===== src/rtl/pot_pkg.sv =====
// ----------------------------------------------------------------------------
// pot_pkg
// shared constants, codes and types of the timer bank: sizes, command kinds,
// event codes and the words that travel along the row of timer cells
// ----------------------------------------------------------------------------
package pot_pkg;

    localparam int NUM_TIMERS  = 8;
    localparam int COUNT_WIDTH = 32;

    localparam int IDX_W = (NUM_TIMERS > 1) ? $clog2(NUM_TIMERS) : 1;
    localparam int SU_W  = $clog2(NUM_TIMERS + 1);
    localparam int CMP_W = (SU_W > 3) ? SU_W : 3;

    // stream widths
    localparam int S_TDATA_W = 40;
    localparam int S_TUSER_W = 3;
    localparam int M_TDATA_W = 8;

    // input kinds
    localparam logic [2:0] K_TICK   = 3'd0;
    localparam logic [2:0] K_CREATE = 3'd1;
    localparam logic [2:0] K_SETIV  = 3'd2;
    localparam logic [2:0] K_START  = 3'd3;
    localparam logic [2:0] K_STOP   = 3'd4;
    localparam logic [2:0] K_RELOAD = 3'd5;

    // result events
    localparam logic [1:0] EV_EXPIRED = 2'd0;
    localparam logic [1:0] EV_CREATED = 2'd1;
    localparam logic [1:0] EV_FULL    = 2'd2;

    // command broadcast to every cell
    typedef struct packed {
        logic                   valid;
        logic [2:0]             kind;
        logic [IDX_W-1:0]       addr;
        logic [COUNT_WIDTH-1:0] ival;
        logic                   one;
    } t_cmd;

    // expiry report handed down the row
    typedef struct packed {
        logic             valid;
        logic             last;
        logic [IDX_W-1:0] slot;
    } t_hit;

endpackage


===== src/rtl/periodic_oneshot_timer_bank_unit.sv =====
// ----------------------------------------------------------------------------
// periodic_oneshot_timer_bank_unit
// bank of countdown timers built as a row of timer cells with a scan token
//
//   channel   | dir | handshake                     | payload
//   s_axis    | in  | i_s_axis_tvalid/o_s_axis_tready | tuser kind, tdata index,
//             |     |                               | interval, one-shot
//   m_axis    | out | o_m_axis_tvalid/i_m_axis_tready | tdata event, slot; tlast
//
// a tick sends a token down the row, one cell per cycle while the output is not
// stalled
// every word waits while a result sits unread
// expiry results leave in slot order, tlast on the final one of each word
// reset clears enables, token, fill count and output valid; stores need none
// ----------------------------------------------------------------------------
module periodic_oneshot_timer_bank_unit (
    input  logic                           i_clk,
    input  logic                           i_rst_n,
    input  logic                           i_s_axis_tvalid,
    output logic                           o_s_axis_tready,
    // [2:0] timer_index, [34:3] interval_value, [35] oneshot_flag
    input  logic [pot_pkg::S_TDATA_W-1:0]  i_s_axis_tdata,
    // [2:0] kind
    input  logic [pot_pkg::S_TUSER_W-1:0]  i_s_axis_tuser,
    output logic                           o_m_axis_tvalid,
    input  logic                           i_m_axis_tready,
    // [1:0] event_res, [4:2] slot
    output logic [pot_pkg::M_TDATA_W-1:0]  o_m_axis_tdata,
    output logic                           o_m_axis_tlast
);
    import pot_pkg::*;

    localparam logic S_IDLE = 1'b0;
    localparam logic S_SCAN = 1'b1;

    logic            r_state;
    logic            n_state;
    logic [SU_W-1:0] r_slots_used;
    logic            r_out_valid;
    logic [1:0]      r_out_ev;
    logic [2:0]      r_out_slot;
    logic            r_out_last;

    logic       step;
    logic       acc;
    logic [2:0] kind;
    logic [2:0] tidx;
    logic       full;
    logic       addr_ok;
    logic       create_ok;
    logic       is_cmd;
    t_cmd       cmd;

    logic [NUM_TIMERS:0] tok_c;
    logic [NUM_TIMERS:0] pend_c;
    t_hit                hit_c [0:NUM_TIMERS];

    assign step = !r_out_valid || i_m_axis_tready;
    assign o_s_axis_tready = (r_state == S_IDLE) && step;
    assign acc  = i_s_axis_tvalid && o_s_axis_tready;
    assign kind = i_s_axis_tuser;
    assign tidx = i_s_axis_tdata[2:0];

    assign full      = (r_slots_used == SU_W'(NUM_TIMERS));
    assign addr_ok   = (CMP_W'(tidx) < CMP_W'(r_slots_used));
    assign create_ok = acc && (kind == K_CREATE) && !full;
    assign is_cmd    = (kind == K_SETIV) || (kind == K_START) ||
                       (kind == K_STOP) || (kind == K_RELOAD);

    always_comb begin
        cmd.valid = create_ok || (acc && is_cmd && addr_ok);
        cmd.kind  = kind;
        cmd.addr  = (kind == K_CREATE) ? IDX_W'(r_slots_used) : IDX_W'(tidx);
        cmd.ival  = COUNT_WIDTH'(i_s_axis_tdata[34:3]);
        cmd.one   = i_s_axis_tdata[35];
    end

    // token enters the first cell when a tick is taken
    assign tok_c[0]          = acc && (kind == K_TICK);
    assign pend_c[NUM_TIMERS] = 1'b0;
    assign hit_c[0]          = '0;

    for (genvar g = 0; g < NUM_TIMERS; g++) begin : g_cell
        pot_cell u_cell (
            .i_clk   (i_clk),
            .i_rst_n (i_rst_n),
            .i_idx   (IDX_W'(g)),
            .i_cmd   (cmd),
            .i_step  (step),
            .i_tok   (tok_c[g]),
            .o_tok   (tok_c[g+1]),
            .i_pend  (pend_c[g+1]),
            .o_pend  (pend_c[g]),
            .i_hit   (hit_c[g]),
            .o_hit   (hit_c[g+1])
        );
    end

    always_comb begin
        n_state = r_state;
        case (r_state)
            S_IDLE: begin
                if (tok_c[0]) begin
                    n_state = S_SCAN;
                end
            end
            S_SCAN: begin
                if (tok_c[NUM_TIMERS] && step) begin
                    n_state = S_IDLE;
                end
            end
            default: begin
                n_state = S_IDLE;
            end
        endcase
    end

    always_ff @(posedge i_clk) begin
        if (!i_rst_n) begin
            r_state      <= S_IDLE;
            r_slots_used <= '0;
            r_out_valid  <= 1'b0;
        end else begin
            r_state <= n_state;
            if (create_ok) begin
                r_slots_used <= r_slots_used + SU_W'(1);
            end
            if (hit_c[NUM_TIMERS].valid || (acc && (kind == K_CREATE))) begin
                r_out_valid <= 1'b1;
            end else if (i_m_axis_tready) begin
                r_out_valid <= 1'b0;
            end
        end
    end

    always_ff @(posedge i_clk) begin
        if (hit_c[NUM_TIMERS].valid) begin
            r_out_ev   <= EV_EXPIRED;
            r_out_slot <= 3'(hit_c[NUM_TIMERS].slot);
            r_out_last <= hit_c[NUM_TIMERS].last;
        end else if (acc && (kind == K_CREATE)) begin
            r_out_ev   <= full ? EV_FULL : EV_CREATED;
            r_out_slot <= full ? 3'd0 : 3'(r_slots_used);
            r_out_last <= 1'b1;
        end
    end

    assign o_m_axis_tvalid = r_out_valid;
    assign o_m_axis_tdata  = {3'b000, r_out_slot, r_out_ev};
    assign o_m_axis_tlast  = r_out_last;

endmodule


===== src/rtl/pot_cell.sv =====
// ----------------------------------------------------------------------------
// pot_cell
// one timer slot: period, remaining count, enable and one-shot bits; counts
// down when the scan token sits here and passes token, lookahead and expiry
// reports to its neighbors
// ----------------------------------------------------------------------------
module pot_cell (
    input  logic               i_clk,
    input  logic               i_rst_n,
    input  logic [pot_pkg::IDX_W-1:0] i_idx,
    input  pot_pkg::t_cmd      i_cmd,
    input  logic               i_step,
    input  logic               i_tok,
    output logic               o_tok,
    input  logic               i_pend,
    output logic               o_pend,
    input  pot_pkg::t_hit      i_hit,
    output pot_pkg::t_hit      o_hit
);
    import pot_pkg::*;

    logic                   r_tok;
    logic                   r_en;
    logic                   r_one;
    logic [COUNT_WIDTH-1:0] r_per;
    logic [COUNT_WIDTH-1:0] r_cnt;

    logic                   n_en;
    logic                   n_one;
    logic [COUNT_WIDTH-1:0] n_per;
    logic [COUNT_WIDTH-1:0] n_cnt;

    logic at_one;
    logic fire;
    logic expire;
    logic sel;

    assign at_one = (r_cnt == COUNT_WIDTH'(1));
    assign fire   = r_tok && i_step && r_en;
    assign expire = fire && at_one;
    assign sel    = i_cmd.valid && (i_cmd.addr == i_idx);

    assign o_tok  = r_tok;
    // this slot or a later one will expire when the token reaches it
    assign o_pend = (r_en && at_one) || i_pend;

    always_comb begin
        o_hit = i_hit;
        if (expire) begin
            o_hit.valid = 1'b1;
            o_hit.last  = !i_pend;
            o_hit.slot  = i_idx;
        end
    end

    always_comb begin
        n_en  = r_en;
        n_one = r_one;
        n_per = r_per;
        n_cnt = r_cnt;
        if (fire) begin
            if (at_one) begin
                n_cnt = r_per;
                if (r_one) begin
                    n_en = 1'b0;
                end
            end else begin
                n_cnt = r_cnt - COUNT_WIDTH'(1);
            end
        end else if (sel) begin
            case (i_cmd.kind)
                K_CREATE: begin
                    n_en  = 1'b0;
                    n_one = i_cmd.one;
                    n_per = i_cmd.ival;
                    n_cnt = i_cmd.ival;
                end
                K_SETIV: begin
                    n_per = i_cmd.ival;
                    n_cnt = i_cmd.ival;
                end
                K_START: begin
                    n_en = 1'b1;
                end
                K_STOP: begin
                    n_en = 1'b0;
                end
                K_RELOAD: begin
                    n_cnt = r_per;
                end
                default: begin
                end
            endcase
        end
    end

    always_ff @(posedge i_clk) begin
        if (!i_rst_n) begin
            r_tok <= 1'b0;
            r_en  <= 1'b0;
        end else begin
            if (i_step) begin
                r_tok <= i_tok;
            end
            r_en <= n_en;
        end
    end

    always_ff @(posedge i_clk) begin
        r_one <= n_one;
        r_per <= n_per;
        r_cnt <= n_cnt;
    end

endmodule


===== config.mk =====
export PLATFORM = sky130hd
export DESIGN_NAME = periodic_oneshot_timer_bank_unit
export DESIGN_NICKNAME = d
export VERILOG_FILES = /design/src/rtl/pot_pkg.sv /design/src/rtl/periodic_oneshot_timer_bank_unit.sv /design/src/rtl/pot_cell.sv
export SDC_FILE = /design/constraint.sdc
export NUM_CORES = 1
export LEC_CHECK = 0
export BUFFER_PORTS_ARGS = -buffer_cell sky130_fd_sc_hd__buf_4
export CAP_MARGIN = 20
export CORE_MARGIN = 3
export CORE_UTILIZATION = 50
export DETAILED_ROUTE_END_ITERATION = 8
export PLACE_DENSITY = 0.66
export SLEW_MARGIN = 15
export SYNTH_ARGS = -nofsm -noshare
export SYNTH_HDL_FRONTEND = slang
export SYNTH_HIERARCHICAL = 1
export SYNTH_SLANG_ARGS = --single-unit

===== constraint.sdc =====
create_clock -name i_clk -period 6.5 [get_ports i_clk]
set_input_delay 0.325 -clock i_clk [delete_from_list [all_inputs] [get_ports i_clk]]
set_output_delay 0.325 -clock i_clk [all_outputs]
set_load 0.05 [all_outputs]

; ---- Word-level counts from Yosys, hierarchy flattened
; Cells that the tools add are included.
[totals]
regBits = 548
in_bits = 47
out_inout_bits = 11
word_cells = 316
[classes]
n_addsub = 9
n_lt_le_gt_ge = 1
n_eq_ne = 37
mux = 85
n_bitwise = 9
reduce_logical = 129
[op_table]
columns = op, n
row1 = two-way mux 32 bit, 24
row2 = one-hot mux 32 bit (2 select lines), 8
row3 = == test 32 x 1 -> 1 bit (second input constant), 8
row4 = subtractor 32 x 1 -> 32 bit (second input constant), 8
row5 = AND reduction 3 bit, 16
row6 = nonzero test 3 bit, 16
row7 = logical AND 1 bit, 46
row8 = two-way mux 5 bit, 8
row9 = two-way mux 1 bit, 38
row10 = != test 2 x 1 -> 1 bit (second input constant), 16
row11 = AND reduction 4 bit, 8
row12 = nonzero test 2 bit, 10
row13 = == test 3 bit (second input constant), 6
row14 = AND reduction 2 bit, 8
row15 = == test 3 x 2 -> 1 bit (second input constant), 4
row16 = logical OR 1 bit, 12
row17 = two-way mux 3 bit, 4
row18 = logical NOT 1 bit, 9
row19 = NOT 1 bit, 9
row20 = == test 3 x 1 -> 1 bit (second input constant), 2
row21 = logical NOT 3 bit, 2
row22 = adder 4 x 1 -> 4 bit (second input constant), 1
row23 = == test 4 bit (second input constant), 1
row24 = < comparator 3 x 4 -> 1 bit, 1
row25 = other kinds (3), 5

; ---- Logic depth before layout (Yosys ltp)
[depth]
ltp_word = 19
depth_mapped = 27
mapped_depth_nobuf = 27

; ---- Hierarchy
; Netlist, hierarchy kept.
[by_module_without_submodules]
columns = module, n_inst, cells_per_inst, area_each_um2, seq_area_each_um2
row1 = pot_cell at g_cell[3].u_cell ..., 4, 306, 3544.6, 1991.9
row2 = pot_cell at g_cell[0].u_cell ..., 3, 313, 3524.6, 1991.9
row3 = pot_cell at g_cell[7].u_cell, 1, 291, 3460.8, 1991.9
row4 = periodic_oneshot_timer_bank_unit, 1, 85, 754.5, 280.3

; ---- Least setup slack after synthesis
; Ideal clock, no wire load.
[synth_timing]
path_type = input to register
from = in i_s_axis_tuser[1] (netlist bit)
to = reg g_cell[3].u_cell.r_per[0], enable pin
arrival_time_ns = 4.424
slack_ns = 1.606
cell_stages = 7
path_cell_list = or3b_4 > buf_2 > o21ai_1 > xnor2_1 > nand4_1 > nand2b_1 > a211oi_1
[synth_lines]
columns = element, line
row1 = start: declaration, periodic_oneshot_timer_bank_unit.sv:24  ; input logic [pot_pkg::S_TUSER_W-1:0] i_s_axis_tuser,
row2 = end signal: assignment, pot_cell.sv:111  ; r_per <= n_per;
row3 = end: declaration, pot_cell.sv:25  ; logic [COUNT_WIDTH-1:0] r_per;

==> flow_metrics.py <==
metrics = {
    "run_status": {
        "outcome": "complete, no violations",
    },
    "clock_tree": {
        "cts_buffers": 59,
        "hold_buffers": 1,
        "cts_sinks": 548,
        "clkTransAtPathRegs_ns": 0.06,
        "clockRootBuffer": "clkbuf_16",
        "cts_buffer_depth": 3,
        "post-cts-setup-buffers": 0,
        "clk_latency_ns": 0.63,
        "htreeDepth": 2,
        "post_cts_resize_count": 0,
        "cts_tree": "done",
    },
    "global_route": {
        "grt_max_degree": 54,
        "grt_pass1_vias": 21350,
        "antenna_found_initial": 0,
        "grt_usage": 0.2693,
        "grt_overflow": 0,
        "grt_pass1_wl_um": 125700,
    },
    "min_path": {
        "min_path_type": "in -> reg",
        "holdPathStages": 1,
        "worstHoldStart": "i_s_axis_tdata[4]",
        "hold-path-endpoint": "g_cell[6].u_cell/r_per[1]",
    },
    "floorplanning": {
        "core_area_sq_um": 56820,
        "ioPinCount": 58,
        "chipHeight_um": 246.7,
        "dieArea_sq_um": 60840,
        "rows": 87,
        "start_util": 0.5097,
        "die_x_um": 246.7,
    },
    "final_layout": {
        "nets": 2688,
        "layout_commonest_cell": "edfxtp_1",
        "fillCellCount": 4749,
        "final_core_util": 0.5679,
        "n_antenna_cell": 0,
        "fin_cells": 3423,
        "synthToLayoutAreaGrowth_pct": 11.42,
        "mostFrequentLayoutCells": "edfxtp_1, nor2_1, xnor2_1",
        "final_layout_size_suffix_gt1_frac": 0.1091,
    },
    "place": {
        "numPortBuffers": 50,
        "placed_cells": 3310,
        "dpl.hpwl_um": 48700,
        "place.gp.congestion": 0.9094,
    },
    "sta": {
        "fin_crit_ns": 4.942,
        "fmax_mhz": 202.4,
        "tightest_slew_ns": 1.122,
        "finalSetupViolCount": 0,
        "rsz0062_at_grt": "false",
        "finalClockSkew_ns": 0.01558,
        "fin_crit_sh": 0.7603,
        "slew-limit-headroom": 0.2523,
        "hold_violations": 0,
        "report.final.slew_viol_count": 0,
        "tns_ns": 0,
    },
    "worst_setup_path": {
        "end_kind": "register",
        "path_max_fanout": 25,
        "path_common_cell": "mux2_1",
        "crit_slowest_cell": "or3_1",
        "crit_chain": "nor2b_1 > buf_4 > inv_1 > buf_4 > nand3_1 > or3_1 > or3_1 > nand2_1 > nand2_1 > mux2_1 > mux2_1 > mux2_1 > mux2_1 > mux2_2 > nand2_1 > o21ai_0",
        "required_ns": 6.86,
        "r2r-end": "r_out_slot[0]",
        "r2r_setup_slack_ns": 1.56,
        "worst_setup_path_start_kind": "register",
        "reg2regPathDepth": 16,
        "slowest_delay_ns": 0.74,
        "cp.arrival_ns": 5.30,
        "setup.worst_path.class": "reg -> reg",
        "r2r-start": "o_m_axis_tvalid",
    },
    "power": {
        "ir_worst_vdd_uv": 237.9,
        "finalPower_uw": 7677,
        "powerDensity_nw_per_um2": 237.9,
        "leakage_uw": 0.01006,
    },
    "routing": {
        "dr_wl_met2_um": 36430,
        "wl_per_cell_um": 24.09,
        "drtPass1Iterations": 5,
        "drtIter0Drc": 2350,
        "wl_met3_um": 7169,
        "wl_um": 82470,
        "drc": 0,
        "top_layer": "met4",
        "vias": 21910,
        "vias_per_cell": 6.402,
        "antenna_left": 0,
        "wl_met1_um": 35870,
    },
    "logic_synthesis": {
        "syn_area_sq_um": 28960,
        "synth_warnings": 6,
        "postSynthAreaPerCell_sq_um": 11.41,
        "syn_inst": 2538,
    },
    "job": {
        "maxCapViolCount": 0,
    },
}
-- worst max-delay path by stage --
stage                           start                        end  slack (ns)
floorplan           i_s_axis_tuser[1]  g_cell[3].u_cell/r_per[0]        1.61
global placement      i_m_axis_tready              r_out_slot[0]        1.65
detailed placement    i_m_axis_tready              r_out_slot[0]        1.56
CTS                   o_m_axis_tvalid              r_out_slot[0]        1.58
global route          o_m_axis_tvalid              r_out_slot[0]        1.29
finish                o_m_axis_tvalid              r_out_slot[0]        1.56
-- state kept, by name, summed over array words and instances (netlist names) --
register,count
g_cell.u_cell/r_cnt,256
g_cell.u_cell/r_per,256
g_cell.u_cell/o_tok,8
g_cell.u_cell/r_en,8
g_cell.u_cell/r_one,8
r_slots_used,4
r_out_slot,3
r_out_ev,2
o_m_axis_tlast,1
o_m_axis_tvalid,1
r_state,1
-- cell type report --
type / instances / area [sq um] / share of cell area
sequential: 548 / 16220 / 0.5025
multi-input combinational: 1895 / 12400 / 0.3843
clock buffer: 86 / 1649 / 0.05111
tap: 756 / 945.9 / 0.02931
timing repair buffer: 87 / 733.2 / 0.02272
clock inverter: 21 / 212.7 / 0.006592
inverter: 30 / 112.6 / 0.003490
-- through the flow --
step / setup WS [ns] / cell area (sq um) / hold slack [ns]
2_1_floorplan: 1.606 / 29170 / 0.4239
3_3_place_gp: 1.654 / 30280 / 0.4689
3_5_place_dp: 1.557 / 30280 / 0.4772
4_1_cts: 1.576 / 32150 / 0.09280
5_1_grt: 1.291 / 32270 / 0.1014
6_report: 1.558 / 32270 / 0.1209
-- critical path: cells and delay by family (launching register included) --
kind / cells / cell delay, ns
AO/OA/AOI/OAI: 1 / 0.09
AND/OR/NAND/NOR: 7 / 2.28
flip-flops: 1 / 0.31
multiplexers: 5 / 1.44
buffers and inverters: 3 / 0.52
-- metal layers --
| metal | vias up | global-route usage |
|---|---|---|
| li1 | 9934 | - |
| met1 | 10850 | 0.3894 |
| met2 | 980 | 0.4120 |
| met3 | 153 | 0.04251 |
| met4 | 0 | 0.09876 |
| met5 | - | 0 |
-- power by group --
| group | total, uW | switching (uW) | leakage, uW | internal, uW |
|---|---|---|---|---|
| registers | 3900 | 10.9 | 0.00491 | 3890 |
| logic | 475 | 317 | 0.00425 | 158 |
| clock network | 3300 | 1390 | 0.000909 | 1910 |
Note: power is estimated with default switching activity, not from simulation.
